### src/hdl/scbpa_pkg.sv
`timescale 1ns / 1ps
// ----------------------------------------------------------------------------
// scbpa_pkg
// Shared types, constants and helpers of the size-class block pool allocator.
// ----------------------------------------------------------------------------
package scbpa_pkg;

   // Geometry
   localparam int NUM_POOLS       = 4;
   localparam int BLOCKS_PER_POOL = 16;
   localparam int POOL_W          = $clog2(NUM_POOLS);
   localparam int BLK_W           = $clog2(BLOCKS_PER_POOL);
   localparam int CNT_W           = $clog2(BLOCKS_PER_POOL + 1);
   localparam int RING_DEPTH      = NUM_POOLS * BLOCKS_PER_POOL;
   localparam int ADDR_W          = POOL_W + BLK_W;

   // Datapath widths
   localparam int SIZE_W  = 16;
   localparam int BYTES_W = 22;
   localparam logic [BYTES_W-1:0] BYTES_MAX = {BYTES_W{1'b1}};

   // Configuration port
   localparam int CSR_IDX_W  = 3;
   localparam int CSR_DATA_W = 16;
   localparam logic [CSR_IDX_W-1:0] CSR_CLASS_SIZE_0  = 3'd0;
   localparam logic [CSR_IDX_W-1:0] CSR_POOL_BLOCKS_0 = 3'd4;

   // Reset values of the class sizes, pool 0 in the low slice
   localparam logic [NUM_POOLS-1:0][SIZE_W-1:0] SIZE_RESET =
      {16'd1024, 16'd256, 16'd64, 16'd16};

   typedef enum logic {
      OP_ALLOC   = 1'b0,
      OP_RELEASE = 1'b1
   } op_type;

   typedef enum logic [1:0] {
      ST_OK         = 2'd0,
      ST_NO_SPACE   = 2'd1,
      ST_BAD_HANDLE = 2'd2,
      ST_NOT_IN_USE = 2'd3
   } status_type;

   typedef enum logic {
      S_IDLE = 1'b0,
      S_EXEC = 1'b1
   } state_type;

   typedef struct packed {
      logic              op;
      logic [SIZE_W-1:0] request_length;
      logic [1:0]        release_pool;
      logic [3:0]        release_block;
   } req_type;

   typedef struct packed {
      logic [1:0]         status;
      logic [1:0]         granted_pool;
      logic [3:0]         granted_block;
      logic [4:0]         pool_blocks_in_use;
      logic [BYTES_W-1:0] bytes_now_used;
      logic [BYTES_W-1:0] bytes_peak;
   } rsp_type;

   // Result of the first-fit scan
   typedef struct packed {
      logic              hit;
      logic [POOL_W-1:0] pool;
   } fit_type;

   // Clamp a configured block count to the pool capacity
   function automatic logic [CNT_W-1:0] eff_count(input logic [CNT_W-1:0] cnt);
      logic [CNT_W-1:0] cap;
      cap = CNT_W'(BLOCKS_PER_POOL);
      return (cnt > cap) ? cap : cnt;
   endfunction

   // Free blocks left in a pool, zero when the count dropped below taken
   function automatic logic [CNT_W-1:0] free_count(input logic [CNT_W-1:0] cnt,
                                                   input logic [CNT_W-1:0] taken);
      logic [CNT_W-1:0] e;
      e = eff_count(cnt);
      return (e > taken) ? (e - taken) : '0;
   endfunction

endpackage

### src/hdl/scbpa_ram.sv
`timescale 1ns / 1ps
// ----------------------------------------------------------------------------
// scbpa_ram
// Generic single-write, single-read synchronous RAM with registered read.
// ----------------------------------------------------------------------------
module scbpa_ram #(
   parameter int WIDTH = 4,
   parameter int DEPTH = 64
) (
   input  logic                     clock,
   input  logic                     wr_en,
   input  logic [$clog2(DEPTH)-1:0] wr_addr,
   input  logic [WIDTH-1:0]         wr_data,
   input  logic [$clog2(DEPTH)-1:0] rd_addr,
   output logic [WIDTH-1:0]         rd_data
);

   logic [WIDTH-1:0] mem [DEPTH];
   logic [WIDTH-1:0] rd_data_ff;

   // Write, then register the read word
   always_ff @(posedge clock) begin
      if (wr_en) begin
         mem[wr_addr] <= wr_data;
      end
      rd_data_ff <= mem[rd_addr];
   end

   assign rd_data = rd_data_ff;

endmodule

### src/hdl/scbpa_fit.sv
`timescale 1ns / 1ps
// ----------------------------------------------------------------------------
// scbpa_fit
// First-fit scan: lowest pool whose block size covers the length and that
// still has a free block.
// ----------------------------------------------------------------------------
module scbpa_fit (
   input  logic [scbpa_pkg::SIZE_W-1:0]                           length,
   input  logic [scbpa_pkg::NUM_POOLS-1:0][scbpa_pkg::SIZE_W-1:0] class_size,
   input  logic [scbpa_pkg::NUM_POOLS-1:0][scbpa_pkg::CNT_W-1:0]  pool_blocks,
   input  logic [scbpa_pkg::NUM_POOLS-1:0][scbpa_pkg::CNT_W-1:0]  taken,
   output scbpa_pkg::fit_type                                     fit
);

   logic [scbpa_pkg::NUM_POOLS-1:0] cand;

   // Flag every pool that could serve the length
   always_comb begin
      for (int p = 0; p < scbpa_pkg::NUM_POOLS; p++) begin
         cand[p] = (length <= class_size[p]) &&
                   (scbpa_pkg::free_count(pool_blocks[p], taken[p]) != '0);
      end
   end

   // Pick the lowest flagged pool
   always_comb begin
      fit.hit  = 1'b0;
      fit.pool = '0;
      for (int p = scbpa_pkg::NUM_POOLS - 1; p >= 0; p--) begin
         if (cand[p]) begin
            fit.hit  = 1'b1;
            fit.pool = scbpa_pkg::POOL_W'(p);
         end
      end
   end

endmodule

### src/hdl/size_class_block_pool_allocator_top.sv
`timescale 1ns / 1ps
// ----------------------------------------------------------------------------
// size_class_block_pool_allocator_top
// Segregated fixed-block pool allocator with first-fit over four size classes.
// ----------------------------------------------------------------------------
// Usage:
//   Present an item on req_item and raise start; it is taken on a clock edge
//   where busy is low. op selects allocate (request_length used) or release
//   (release_pool / release_block used).
//   Each item is handled in the accept cycle, which scans the pools and reads
//   the free-ring and busy-mark memories, and then in the exec state, which
//   decides and writes them back. The result is registered at the end of the
//   exec state and appears on rsp_item with rsp_valid high for exactly one
//   cycle. busy is high during the exec state, so no new item is taken while
//   one is in progress; the next item may be taken in the cycle its
//   predecessor's result is shown. The receiver cannot stall.
//   Configuration (class sizes at indexes 0..3, block counts at 4..7) is
//   written through csr_we / csr_addr / csr_wdata while the block is idle.
//   Synchronous reset restores the default sizes and counts, returns every
//   block to its pool and clears the byte counters; busy stays high while
//   reset is held. No clearing pass is needed, the memories start valid
//   through per-entry valid bits.
// ----------------------------------------------------------------------------
module size_class_block_pool_allocator_top (
   input  logic                                clock,
   input  logic                                reset,
   input  logic                                start,
   output logic                                busy,
   input  scbpa_pkg::req_type                  req_item,
   output logic                                rsp_valid,
   output scbpa_pkg::rsp_type                  rsp_item,
   input  logic                                csr_we,
   input  logic [scbpa_pkg::CSR_IDX_W-1:0]     csr_addr,
   input  logic [scbpa_pkg::CSR_DATA_W-1:0]    csr_wdata
);

   localparam int NP = scbpa_pkg::NUM_POOLS;
   localparam int PW = scbpa_pkg::POOL_W;
   localparam int BW = scbpa_pkg::BLK_W;
   localparam int CW = scbpa_pkg::CNT_W;
   localparam int SW = scbpa_pkg::SIZE_W;
   localparam int YW = scbpa_pkg::BYTES_W;
   localparam int AW = scbpa_pkg::ADDR_W;
   localparam int RD = scbpa_pkg::RING_DEPTH;

   // Control
   scbpa_pkg::state_type state_ff, state_in;
   logic accept, exec_en;

   // Configuration and pool bookkeeping
   logic [NP-1:0][SW-1:0] size_ff;
   logic [NP-1:0][CW-1:0] blocks_ff;
   logic [NP-1:0][BW-1:0] head_ff, head_in;
   logic [NP-1:0][CW-1:0] taken_ff, taken_in;
   logic [YW-1:0]         used_ff, used_in, peak_ff, peak_in;
   logic [RD-1:0]         ring_vld_ff, busy_vld_ff;

   // Captured item
   scbpa_pkg::req_type req_ff;
   logic               hit_ff, bad_ff, ring_vq_ff, busy_vq_ff;
   logic [PW-1:0]      pool_ff;

   // Result
   logic               rsp_valid_ff;
   scbpa_pkg::rsp_type rsp_ff, rsp_in;

   // Memory ports
   scbpa_pkg::fit_type fit;
   logic [PW-1:0] pool_sel;
   logic [AW-1:0] ring_raddr, busy_raddr, ring_waddr, busy_waddr;
   logic [BW-1:0] ring_rdata, ring_wdata;
   logic          busy_rdata, busy_wdata, ring_we, busy_we;

   // Exec-cycle helpers
   logic [BW-1:0] cur_head, tail, alloc_blk;
   logic [CW-1:0] cur_taken;
   logic [SW-1:0] sel_size;
   logic [YW:0]   add_sum;
   logic [YW-1:0] add_sat, sub_val;
   logic          busy_bit;
   logic [PW-1:0] csr_pool;

   // ------------------------------------------------------------------
   // Sequencer
   // ------------------------------------------------------------------
   always_comb begin
      state_in = state_ff;
      case (state_ff)
         scbpa_pkg::S_IDLE: begin
            if (start) state_in = scbpa_pkg::S_EXEC;
         end
         scbpa_pkg::S_EXEC: state_in = scbpa_pkg::S_IDLE;
         default:           state_in = scbpa_pkg::S_IDLE;
      endcase
   end

   always_comb begin
      busy    = 1'b1;
      accept  = 1'b0;
      exec_en = 1'b0;
      case (state_ff)
         scbpa_pkg::S_IDLE: begin
            busy   = reset;
            accept = start & ~reset;
         end
         scbpa_pkg::S_EXEC: exec_en = 1'b1;
         default:           busy = 1'b1;
      endcase
   end

   // ------------------------------------------------------------------
   // Scan and memory reads in the accept cycle
   // ------------------------------------------------------------------
   scbpa_fit u_fit (
      .length      (req_item.request_length),
      .class_size  (size_ff),
      .pool_blocks (blocks_ff),
      .taken       (taken_ff),
      .fit         (fit)
   );

   assign pool_sel   = (req_item.op == scbpa_pkg::OP_ALLOC) ? fit.pool
                                                            : req_item.release_pool;
   assign ring_raddr = {fit.pool, head_ff[fit.pool]};
   assign busy_raddr = {req_item.release_pool, req_item.release_block};

   scbpa_ram #(.WIDTH(BW), .DEPTH(RD)) u_ring (
      .clock   (clock),
      .wr_en   (ring_we),
      .wr_addr (ring_waddr),
      .wr_data (ring_wdata),
      .rd_addr (ring_raddr),
      .rd_data (ring_rdata)
   );

   scbpa_ram #(.WIDTH(1), .DEPTH(RD)) u_busy (
      .clock   (clock),
      .wr_en   (busy_we),
      .wr_addr (busy_waddr),
      .wr_data (busy_wdata),
      .rd_addr (busy_raddr),
      .rd_data (busy_rdata)
   );

   // ------------------------------------------------------------------
   // Decide and write back in the exec cycle
   // ------------------------------------------------------------------
   assign cur_head  = head_ff[pool_ff];
   assign cur_taken = taken_ff[pool_ff];
   assign sel_size  = size_ff[pool_ff];
   // entry never written still holds its reset block number
   assign alloc_blk = ring_vq_ff ? ring_rdata : cur_head;
   assign busy_bit  = busy_vq_ff & busy_rdata;
   assign tail      = cur_head +
                      BW'(scbpa_pkg::free_count(blocks_ff[pool_ff], cur_taken));
   assign add_sum   = {1'b0, used_ff} + (YW + 1)'(sel_size);
   assign add_sat   = add_sum[YW] ? scbpa_pkg::BYTES_MAX : add_sum[YW-1:0];
   assign sub_val   = (used_ff > YW'(sel_size)) ? (used_ff - YW'(sel_size)) : '0;

   always_comb begin
      head_in    = head_ff;
      taken_in   = taken_ff;
      used_in    = used_ff;
      peak_in    = peak_ff;
      ring_we    = 1'b0;
      ring_waddr = {pool_ff, tail};
      ring_wdata = req_ff.release_block;
      busy_we    = 1'b0;
      busy_waddr = {pool_ff, alloc_blk};
      busy_wdata = 1'b1;

      rsp_in                    = '0;
      rsp_in.status             = scbpa_pkg::ST_NO_SPACE;
      rsp_in.bytes_now_used     = used_ff;
      rsp_in.bytes_peak         = peak_ff;

      if (exec_en) begin
         if (req_ff.op == scbpa_pkg::OP_ALLOC) begin
            // pop the head of the chosen pool
            if (hit_ff) begin
               head_in[pool_ff]  = cur_head + BW'(1);
               taken_in[pool_ff] = cur_taken + CW'(1);
               used_in           = add_sat;
               peak_in           = (add_sat > peak_ff) ? add_sat : peak_ff;
               busy_we           = 1'b1;
               rsp_in.status             = scbpa_pkg::ST_OK;
               rsp_in.granted_pool       = pool_ff;
               rsp_in.granted_block      = alloc_blk;
               rsp_in.pool_blocks_in_use = cur_taken + CW'(1);
               rsp_in.bytes_now_used     = add_sat;
               rsp_in.bytes_peak         = (add_sat > peak_ff) ? add_sat : peak_ff;
            end
         end else begin
            rsp_in.granted_pool       = req_ff.release_pool;
            rsp_in.granted_block      = req_ff.release_block;
            rsp_in.pool_blocks_in_use = cur_taken;
            busy_waddr                = {pool_ff, req_ff.release_block};
            busy_wdata                = 1'b0;
            if (bad_ff) begin
               rsp_in.status = scbpa_pkg::ST_BAD_HANDLE;
            end else if (!busy_bit) begin
               rsp_in.status = scbpa_pkg::ST_NOT_IN_USE;
            end else begin
               // push the block on the tail of its ring
               ring_we = 1'b1;
               busy_we = 1'b1;
               taken_in[pool_ff] = (cur_taken != '0) ? cur_taken - CW'(1) : '0;
               used_in           = sub_val;
               rsp_in.status             = scbpa_pkg::ST_OK;
               rsp_in.pool_blocks_in_use = (cur_taken != '0) ? cur_taken - CW'(1) : '0;
               rsp_in.bytes_now_used     = sub_val;
            end
         end
      end
   end

   // ------------------------------------------------------------------
   // Registers
   // ------------------------------------------------------------------
   assign csr_pool = PW'(csr_addr - scbpa_pkg::CSR_POOL_BLOCKS_0);

   always_ff @(posedge clock) begin
      if (reset) begin
         state_ff     <= scbpa_pkg::S_IDLE;
         rsp_valid_ff <= 1'b0;
         size_ff      <= scbpa_pkg::SIZE_RESET;
         blocks_ff    <= {NP{CW'(scbpa_pkg::BLOCKS_PER_POOL)}};
         head_ff      <= '0;
         taken_ff     <= '0;
         used_ff      <= '0;
         peak_ff      <= '0;
         ring_vld_ff  <= '0;
         busy_vld_ff  <= '0;
      end else begin
         state_ff     <= state_in;
         rsp_valid_ff <= exec_en;
         head_ff      <= head_in;
         taken_ff     <= taken_in;
         used_ff      <= used_in;
         peak_ff      <= peak_in;
         if (ring_we) ring_vld_ff[ring_waddr] <= 1'b1;
         if (busy_we) busy_vld_ff[busy_waddr] <= 1'b1;
         // configuration write
         if (csr_we) begin
            if (csr_addr < scbpa_pkg::CSR_POOL_BLOCKS_0) begin
               size_ff[PW'(csr_addr - scbpa_pkg::CSR_CLASS_SIZE_0)] <= csr_wdata;
            end else begin
               blocks_ff[csr_pool] <= csr_wdata[CW-1:0];
            end
         end
      end
   end

   // Capture the item and its scan result; track valid bits of the reads
   always_ff @(posedge clock) begin
      ring_vq_ff <= ring_vld_ff[ring_raddr];
      busy_vq_ff <= busy_vld_ff[busy_raddr];
      rsp_ff     <= rsp_in;
      if (accept) begin
         req_ff  <= req_item;
         hit_ff  <= fit.hit;
         pool_ff <= pool_sel;
         bad_ff  <= ({1'b0, req_item.release_block} >=
                     scbpa_pkg::eff_count(blocks_ff[req_item.release_pool]));
      end
   end

   assign rsp_valid = rsp_valid_ff;
   assign rsp_item  = rsp_ff;

endmodule
### config.mk
export PLATFORM = sky130hd
export DESIGN_NAME = size_class_block_pool_allocator_top
export DESIGN_NICKNAME = d
export VERILOG_FILES = /design/src/hdl/scbpa_pkg.sv /design/src/hdl/scbpa_ram.sv /design/src/hdl/scbpa_fit.sv /design/src/hdl/size_class_block_pool_allocator_top.sv
export SDC_FILE = /design/constraint.sdc
export NUM_CORES = 1
export LEC_CHECK = 0
export ABC_AREA = 1
export BUFFER_PORTS_ARGS = -buffer_cell sky130_fd_sc_hd__buf_2
export CORE_UTILIZATION = 60
export CTS_CLUSTER_DIAMETER = 150
export CTS_CLUSTER_SIZE = 12
export DETAILED_ROUTE_END_ITERATION = 16
export PLACE_DENSITY = 0.79
export SLEW_MARGIN = 20
export SYNTH_ARGS = -nofsm -noshare
export SYNTH_HDL_FRONTEND = slang
export SYNTH_SLANG_ARGS = --single-unit
### constraint.sdc
create_clock -name clock -period 7.6 [get_ports clock]
set_input_delay 0.76 -clock clock [delete_from_list [all_inputs] [get_ports clock]]
set_output_delay 0.76 -clock clock [all_outputs]
set_load 0.1 [all_outputs]
* After elaboration in Yosys (flattened, before gate mapping)
Memory sizes are Yosys's and may differ from the RTL's. A register that Yosys moved wholly into a read port is not among the register bits. Cells that the tools add are included.
Cells by class: $add $sub $neg 12, magnitude comparators 33, eq/ne operators 2, muxes and demuxes 90, bitwise operators 8, reduce and logical (&&, ||, !) cells 20
Operator list (number):
- $mux W22 | 8
- $or A64 B64 Y64 | 2
- $mux W20 | 4
- $mux W5 | 16
- $bwmux W64 | 1
- $le A16 B16 Y1 | 4
- $bwmux W20 | 3
- $mux W56 | 1
- $mux W27 | 2
- $mux W44 | 1
- $mux W35 | 1
- $bmux W16 S2 | 1
- $demux W16 S2 | 1
- $mux W16 | 2
- $bmux W5 S2 | 3
- $gt A5 B5 Y1 const B | 6
- $lt A6 B7 Y1 const B | 4
- $mux W4 | 7
- $gt A5 B5 Y1 | 5
- $reduce_bool A5 Y1 | 5
- $add A22 B16 Y23 | 1
- $gt A22 B16 Y1 | 1
- $gt A22 B22 Y1 | 1
- $sub A22 B16 Y22 | 1
- other kinds (32) | 84
Word-level totals: register bits after elaboration 364, RAM bits 320, word-level logic and storage cells 203, memories kept 2
Memories:
- u_ring.mem | words 64, bits a word 4, rd ports 1, clocked after memory_dff 1, write ports 1, line scbpa_ram.sv:18 | logic [WIDTH-1:0] mem [DEPTH];
- u_busy.mem | words 64, bits a word 1, rd ports 1, clocked after memory_dff 1, write ports 1, line scbpa_ram.sv:18

* Logic depth before layout (Yosys ltp)
Gate-level depths: netlist of the first run.
depth after elaboration 14, gate-level depth with buffers 47, gate-level depth less buffers 44

* Hierarchy
From an unflattened synthesis of the first run, not the netlist that was laid out.
Unflattened totals: cell total of the unflattened synthesis 4534, area total of the unflattened synthesis 35910.7 µm²
By module, submodules not included:
- size_class_block_pool_allocator_top | times used 1, cells an instance 2809, area an instance 19192.2 µm², sequential area each 7397.1 µm²
- scbpa_ram at u_ring | times used 1, cells an instance 948, area an instance 10881.7 µm², sequential area each 7767.4 µm²
- scbpa_ram at u_busy | times used 1, cells an instance 314, area an instance 3045.4 µm², sequential area each 1941.9 µm²
- scbpa_fit | times used 1, cells an instance 463, area an instance 2791.4 µm², sequential area each 0.0 µm²

* Worst setup path before layout of the first run
Ideal clock, no wire load.
kind flip-flop to flip-flop, start register pool_ff[0], end register peak_ff[12], library setup time 0.137 ns, arrival 5.207 ns, data required time 7.463 ns, path slack 2.255 ns, stages on the path, launching flop included 44, path buffers 5, clock period less this slack 5.345 ns, cells stage by stage edfxtp_1 -> nor2_2 -> clkinv_1 -> clkbuf_1 -> clkbuf_1 -> o22ai_1 -> a21oi_1 -> o21a_1 -> ha_1 -> buf_2 -> inv_1 -> a21oi_1 -> nand2_1 -> nand2_1 -> nand2_1 -> nand2_1 -> nand2_1 -> nand2_1 -> (+8 left out) -> ha_1 -> inv_1 -> nor2_1 -> o21ai_0 -> a31oi_1 -> o21ai_0 -> nand2_1 -> nand2_1 -> o211ai_1 -> a21boi_0 -> o21ai_0 -> nand2_1 -> inv_1 -> nand2_1 -> clkinv_1 -> clkbuf_1 -> nor2_1 -> a211oi_1
On the way: word-level cells in the longest chain between the ends 6
Ends and longest elaborated chain:
- start, declared | line size_class_block_pool_allocator_top.sv:61 | logic [PW-1:0] pool_ff;
- start signal, assigned | line size_class_block_pool_allocator_top.sv:262 | pool_ff <= pool_sel;
- $bmux W16 S2 (*) | line size_class_block_pool_allocator_top.sv:150 | assign sel_size = size_ff[pool_ff];
- $mux W16 (not written as such) (*) | line size_class_block_pool_allocator_top.sv:150
- $add A22 B16 Y23 (*) | line size_class_block_pool_allocator_top.sv:156 | assign add_sum = {1'b0, used_ff} + (YW + 1)'(sel_size);
- $mux W22 (*) | line size_class_block_pool_allocator_top.sv:157 | assign add_sat = add_sum[YW] ? scbpa_pkg::BYTES_MAX : add_sum[YW-1:0];
- $gt A22 B22 Y1 | line size_class_block_pool_allocator_top.sv:184 | peak_in = (add_sat > peak_ff) ? add_sat : peak_ff;
- $mux W22 (*)
- end signal, assigned | line size_class_block_pool_allocator_top.sv:240 | peak_ff <= peak_in;
- end, declared | line size_class_block_pool_allocator_top.sv:55 | logic [YW-1:0] used_ff, used_in, peak_ff, peak_in;
Mark *: on every way between the ends. The rest lies on a longest branch, timed or not. The select of a mux whose other input is x is not followed. A chain may end at the register's enable or synchronous reset.

* Worst setup path after layout of the first run
start register pool_ff[0], end register peak_ff[17]
The elaborated chain is that of the path after synthesis.

==> results by group, run 1 <==
Finish
  – Final nets: 4407
  – Synth-to-Final Area Change: 8.295%
  – Share of cells above drive strength 1: 6.503%
  – Util after Layout: 65.73%
  – Fill cells: 4704

STA
  – Final Hold Vio Count: 0
  – Setup WS post-layout: 0.7484 ns
  – Fin Setup TNS: 0 ns
  – Final clock skew: 0.03647 ns
  – Min Tclk post-route: between 6 and 7 ns
  – Final period util: 90.15%
  – Slew HR: 26.18%
  – Slew @ Worst Pin: 1.103 ns
  – RSZ-0062 raised after global routing: false
  – Final Setup Violations: 0
  – Max Clk Rate: 146.0 MHz
  – Pins Over Slew Limit: 0

Synth
  – Synth cell types: 54
  – Cell Area, Synth: 0.03422 mm2
  – Synth top area cells: edfxtp_1 29%, dfxtp_1 21%, nand2_1 7.4%, inv_1 7.0%, nor2_1 6.4%
  – Synth Flop Type: dfxtp_1
  – Seq/Total Area, Yosys: roughly half
  – Synth Warn #: 0
  – Synth cell count leaders: 671 x nand2_1, 642 x inv_1, 579 x nor2_1
  – Synth area leader: edfxtp_1
  – FFs w/ async S/R, synth: 0%
  – Syn nets: 4383
  – Avg Cell Area, Syn: 8.197 um2
  – Share of the synthesized area in the top cell type: 29.04%
  – Cells after Synth: 4175
  – Number of synthesized flops with an enable pin: 331
  – Top-count cell post-synth: nand2_1
  – Synth Register Bits: 689

Pwr
  – Power Dens Cells: 239.7 mW/mm2
  – Power share of the sequential group: 44.7%
  – Switching power: ~2.8 mW
  – Maximum vdd drop: 0.1923 mV
  – Clock power frac: about a third
  – Total power after layout: 8.885 mW
  – Sw Ratio: 31.30%
  – Logic gate share of total power: 20.2%
  – Leakage: 16.06 nW
  – P_int: 6.104 mW

Placement
  – Port Buffers: roughly 100
  – Placer congestion estimate: 0.9979
  – Place WS: 0.2838 ns
  – Final HPWL DP: 61.08 mm

Setup path
  – Critical Path AT: 7.31 ns
  – Crit path kind: flip-flop to flip-flop
  – Worst Setup SP: pool_ff[0]$_DFFE_PP_
  – Worst r2r src: pool_ff[0]$_DFFE_PP_
  – CP Capture Type: flip-flop
  – Startpoint Class: flip-flop
  – Cell mode on critical path: nand2_1
  – Slowest cell on crit path: edfxtp_1
  – Worst path max stage delay: 0.45 ns
  – Crit-path max FO: 34
  – Critical path required time: 8.05 ns

GRT
  – GR Util met2: 51.03%
  – Number of global-route vias before repair: 26290
  – Global route overflow: 0
  – Global-route wire length before repair: 142.1 mm
  – Global routing usage on met1: 43.47%
  – Initial antenna violation count: 2
  – Total track usage: 31.57%
  – Largest net degree at the start of global routing: ~160
  – Routing usage on met3: 4.301%
  – GR peak layer: met2

Route
  – Antenna-violating nets left: 0
  – Via count: between 20000 and 30000
  – Wire per inst: 18.43 um
  – DRT Pass-1 Iters: 6
  – Post-Route WL: 92.20 mm
  – Vias per cell: roughly 5.7
  – Detailed-route DRC error count: 0
  – Initial DRC Count: between 3000 and 4000

Clock network
  – Clock slew at reported path FFs: 0.07 ns
  – Root Driver: clkbuf_16
  – H-Tree Depth: 3
  – Clock Sinks: approximately 700
  – Post-CTS setup buffer count: 0
  – TritonCTS clock tree: done
  – Number of CTS-inserted buffers: 67
  – Worst-Skew Late Latency: 0.62 ns
  – Max clock buf depth: 3

Flow run
  – Max_cap viols: 0

Worst hold path
  – Hold Path Origin: req_item[22]
  – Path category of the worst min-delay check: primary input to flip-flop

Die
  – Initial Utilization: between 60% and 70%
  – Die H: around 240 um
  – I/O pin count: between 100 and 150
  – Core box area: 0.05639 mm2
  – Die width: 240.8 um
  – Area of the die: 0.05800 mm2
  – Num rows: 87

Outcome
  – Status: finished clean
[final timing paths]
check | end | slack, ns | cells past startpoint
worst max-delay path | peak_ff[17]$_SDFFE_PP0P_ | 0.75 | 44
worst min-delay path | req_ff[22]$_DFFE_PP_ | 0.37 | 1
worst max register to register | peak_ff[17]$_SDFFE_PP0P_ | 0.75 | 44
worst min register to register | busy_vld_ff[33]$_SDFFE_PP0P_ | 0.46 | 1
[cell families (layout without fill, tap and decap cells)]
kind of cell	count (synthesis)	count (layout)	share of synthesized area, %
other	0	2	0
adders and majority gates	162	162	6.098
and+or+nand+nor	1714	1714	20.98
buffers and inverters	839	908	9.666
AOI/OAI and AO/OA	741	741	12.50
xor gates and xnor gates	29	29	0.7421
DFF	689	689	49.98
muxes	1	1	0.02925
[critical path: cells and delay by family (launching register included)]
kind	cells	cell delay [ns]
DFF	1	0.45
AOI/OAI and AO/OA	10	1.38
buffers and inverters	6	1.51
adders and majority gates	2	0.61
and+or+nand+nor	26	2.72
[layout make-up]
| type | count | area [um2] | area share [%] |
|---|---|---|---|
| antenna | 2 | 5.005 | 0.01350 |
| multi-input combinational | 2647 | 13830 | 37.31 |
| inverter | 665 | 2506 | 6.762 |
| clock inverter | 5 | 72.57 | 0.1958 |
| timing repair buffer | 128 | 715.7 | 1.931 |
| tap | 756 | 945.9 | 2.552 |
| sequential | 689 | 17110 | 46.15 |
| timing repair inverter | 1 | 7.507 | 0.02026 |
| clock buffer | 109 | 1877 | 5.064 |
[per-layer routing]
layer,vias up,share of wire [%]
met5,-,0.018
met4,2,3.1
met3,198,8.1
met2,1286,46
met1,13220,43
li1,13740,-
[power groups by stage]
stage	registers, mW	clock network, mW	logic, mW
CTS	3.97	3.13	1.76
detailed placement	4.05	0	1.75
finish	3.97	3.11	1.80
global route	3.98	3.27	1.96
floorplan	4.16	0	1.17
global placement	4.05	0	1.72
[what timing repair did]
action / in CTS / in global routing
endpoints found under the setup margin: 0 / 24
hold buffers: 0 / 0
resized for setup: 0 / 4
[flip-flops by register name (all words and copies together) (netlist names), 16 cells and up]
| register | flops |
|---|---|
| u_ring.mem | 256 |
| busy_vld_ff | 64 |
| ring_vld_ff | 64 |
| size_ff | 64 |
| u_busy.mem | 64 |
| rsp_item | 57 |
| peak_ff | 22 |
| used_ff | 22 |
| blocks_ff | 20 |
| taken_ff | 20 |
| head_ff | 16 |
[per-stage QoR]
step	hold WS [ns]	cells	area (um2)
2_1_floorplan	0.4215	4175	34220
3_3_place_gp	0.4423	4885	35090
3_5_place_dp	0.4471	4885	35090
4_1_cts	0.3514	4999	37040
5_1_grt	0.3825	5001	37060
6_report	0.3744	5002	37060
[cells in the final DEF, fill, tap and decap left out, drive strengths merged, types with 3 or more instances in the layout]
| master | n |
|---|---|
| o221a | 7 |
| nand4 | 21 |
| inv | 662 |
| a22oi | 5 |
| xor2 | 24 |
| a221oi | 5 |
| xnor2 | 5 |
| clkbuf | 109 |
| and2 | 7 |
| ha | 154 |
| nand3 | 368 |
| fa | 8 |
| o211ai | 18 |
| a32oi | 4 |
| or2 | 15 |
| nor3 | 14 |
| a21boi | 3 |
| o21bai | 6 |
| o21a | 74 |
| o22ai | 58 |
| nor4 | 4 |
| a211oi | 18 |
| nor2 | 590 |
| buf | 128 |
| clkinvlp | 3 |
| nand3b | 9 |
| nand2 | 684 |
| a31oi | 7 |
| dfxtp | 358 |
| clkinv | 6 |
| o21ai | 261 |
| edfxtp | 331 |
| o221ai | 16 |
| a21oi | 249 |
| a21o | 4 |
Note: power is estimated with default switching activity, not from simulation.
==> run 2, diff against run 1 <==
Settings changed: CORE_UTILIZATION 60 to 35, PLACE_DENSITY 0.79 to 0.52.
==> run 2 against run 1 <==
Effect of this change:
- wire length is 9.2% higher
- largest power group unchanged
- final cell count increased by 10%
- critical endpoint is now peak_ff[8]$_SDFFE_PP0P_
- clock power is 1% higher
- critical path type unchanged
- setup slack gained 0.047 ns
- critical path depth down 2
- combinational power barely moved
==> results by group, run 2 (synthesis gave the netlist of run 1 again) <==
GRT
  – Total track usage: 20.23% (-11 points)
  – Global-route wire length before repair: 155.0 mm (+9.1%)
  – GR peak layer: met2
  – Initial antenna violation count: 2 (unchanged)
  – Largest net degree at the start of global routing: 108 (-32%)
  – Routing usage on met3: 2.454% (-1.8 points)
  – Global route overflow: 0 (unchanged)
  – GR Util met2: 32.00% (-19 points)
  – Global routing usage on met1: 28.79% (-15 points)
  – Number of global-route vias before repair: 26160 (-0.50%)

Clock network
  – Clock Sinks: 689 (unchanged)
  – Max clock buf depth: 3 (unchanged)
  – Worst-Skew Late Latency: 0.63 ns (about the same)
  – Post-CTS setup buffer count: 0 (unchanged)
  – Hold buffers post-CTS: 0 (unchanged)
  – Clock slew at reported path FFs: 0.07 ns (about the same)
  – H-Tree Depth: 3 (unchanged)
  – Post-CTS Resized: 0 (unchanged)
  – TritonCTS clock tree: done
  – Root Driver: clkbuf_16
  – Number of CTS-inserted buffers: 67 (unchanged)

Finish
  – Most common cell after layout, fill and taps aside: nand2_1
  – Final nets: 4407 (unchanged)
  – Synth-to-Final Area Change: 10.06%
  – Register with the most flip-flops: u_ring.mem
  – Commonest non-fill, non-tap cells in the layout: 670 x nand2_1, 640 x inv_1, 578 x nor2_1, 367 x nand3_1, 358 x dfxtp_1
  – Share of cells above drive strength 1: 6.531% (+0.028 points)
  – Max reg flops: 256 (unchanged)
  – Ant. Diodes: 0 (-2)

Die
  – Core box area: 0.09671 mm2 (+72%)
  – Die H: 314.7 um (+31%)
  – Die width: 314.7 um (+31%)
  – Area of the die: 0.09904 mm2 (+71%)
  – I/O pin count: 105 (unchanged)
  – Initial Utilization: 35.39% (-25 points)
  – Num rows: 114 (+31%)

Pwr
  – Total power after layout: 8.953 mW (+0.77%)
  – Power Dens Cells: 237.7 mW/mm2 (-0.85%)
  – Maximum vdd drop: 0.1517 mV (-21%)
  – Leakage: 16.06 nW (about the same)

Worst hold path
  – Hold Path Origin: req_item[22]
  – Hold path endpoint: req_ff[22]$_DFFE_PP_
  – Hold path cells: 1 (unchanged)
  – Path category of the worst min-delay check: primary input to flip-flop

Setup path
  – Register-to-register setup slack: 0.80 ns (+0.05 ns)
  – Crit-path max FO: 27 (-21%)
  – CP Capture Type: flip-flop
  – Cell mode on critical path: nand2_1
  – CP Depth: 42 (-4.5%)
  – Worst r2r src: pool_ff[0]$_DFFE_PP_
  – R2r endpoint: peak_ff[8]$_SDFFE_PP0P_
  – Critical Path AT: 7.30 ns (about the same)
  – Delay-heaviest family, CP: simple AND/OR/NAND/NOR gates
  – Critical path required time: 8.10 ns (+0.05 ns)
  – Startpoint Class: flip-flop
  – Crit path kind: flip-flop to flip-flop
  – CP bufs+invs: 5 (-1)
  – Worst path max stage delay: 0.53 ns (+0.08 ns)
  – Slowest cell on crit path: clkinv_1
  – Reg2Reg Depth: 42 (-4.5%)

STA
  – Final Setup Violations: 0 (unchanged)
  – RSZ-0062 raised after global routing: false
  – Fin Setup TNS: 0 ns (unchanged)
  – Slew HR: 26.22% (+0.046 points)
  – Max Clk Rate: 147.0 MHz (+0.70%)
  – Pins Over Slew Limit: 0 (unchanged)
  – Final Hold Vio Count: 0 (unchanged)
  – Slew @ Worst Pin: 1.104 ns (+0.0007187 ns)
  – Final period util: 89.53% (-0.62 points)
  – Final clock skew: 0.02576 ns (-0.01071 ns)
  – Min Tclk post-route: 6.804 ns (-0.04741 ns)

Placement
  – Placer congestion estimate: 0.9135 (-8.5%)
  – Port Buffers: 104 (unchanged)
  – Final HPWL DP: 67.63 mm (+11%)

Route
  – Vias per cell: 5.020 (-12%)
  – DRT Pass-1 Iters: 5 (-1)
  – Detailed-route DRC error count: 0 (unchanged)
  – Wire per inst: 18.25 um (-0.98%)
  – Antenna-violating nets left: 0 (unchanged)
  – Post-Route WL: 100.7 mm (+9.2%)
  – Initial DRC Count: 2145 (-32%)
  – Via count: 27690 (-2.6%)

Outcome
  – Status: finished clean

Flow run
  – Max_cap viols: 0 (unchanged)
[run 2: changes by cell type in the layout (fill, tap and decap cells not counted), moves of 2 or more]
cell	delta
clkbuf_1	-3
clkinvlp_4	-2
diode_2	-2
nor2_2	+2
[run 2: final cells by class]
cell class                      count  area (um2)
Multi-Input combinational cell   2647       13820
Tap cell                         1276        1597
Sequential cell                   689       17110
Clock buffer                      105        1841
Inverter                          665        2502
Fill cell                       10070       59040
Clock inverter                      6       71.32
Timing Repair Buffer              129       726.9
[run 2: through the flow]
step / setup slack, ns / hold WS (ns) / util, % / cell area (um2) / instances
6_report: 0.7958 / 0.3784 / 38.95 / 37670 / 5517
5_1_grt: 0.02506 / 0.3588 / 38.95 / 37670 / 5517
4_1_cts: 0.5366 / 0.3495 / 38.94 / 37660 / 5517
3_5_place_dp: 0.5311 / 0.4441 / 36.97 / 35750 / 5406
3_3_place_gp: 0.6930 / 0.4383 / 36.97 / 35750 / 5406
2_1_floorplan: 2.255 / 0.4215 / - / 34220 / 4175
[run 2: worst max path at each step]
stage	from	to	slack, ns
floorplan	pool_ff[0]$_DFFE_PP_	peak_ff[12]$_SDFFE_PP0P_	2.26
CTS	pool_ff[0]$_DFFE_PP_	peak_ff[8]$_SDFFE_PP0P_	0.54
detailed placement	pool_ff[0]$_DFFE_PP_	peak_ff[8]$_SDFFE_PP0P_	0.53
global placement	pool_ff[0]$_DFFE_PP_	peak_ff[8]$_SDFFE_PP0P_	0.69
global route	pool_ff[0]$_DFFE_PP_	peak_ff[17]$_SDFFE_PP0P_	0.03
finish	pool_ff[0]$_DFFE_PP_	peak_ff[8]$_SDFFE_PP0P_	0.80
[run 2: metal layers]
| metal | wire length (um) | part of all wire (%) | vias to the layer above |
|---|---|---|---|
| met5 | 13 | 0.013 | - |
| li1 | - | - | 13740 |
| met2 | 44960 | 45 | 728 |
| met1 | 47850 | 48 | 13100 |
| met3 | 5165 | 5.1 | 126 |
| met4 | 2714 | 2.7 | 2 |
[run 2: power breakdown]
group,leakage [nW],internal (mW),switching (mW)
combinational,9.23,0.470,1.36
sequential,5.91,3.94,0.0367
clock,0.916,1.67,1.47
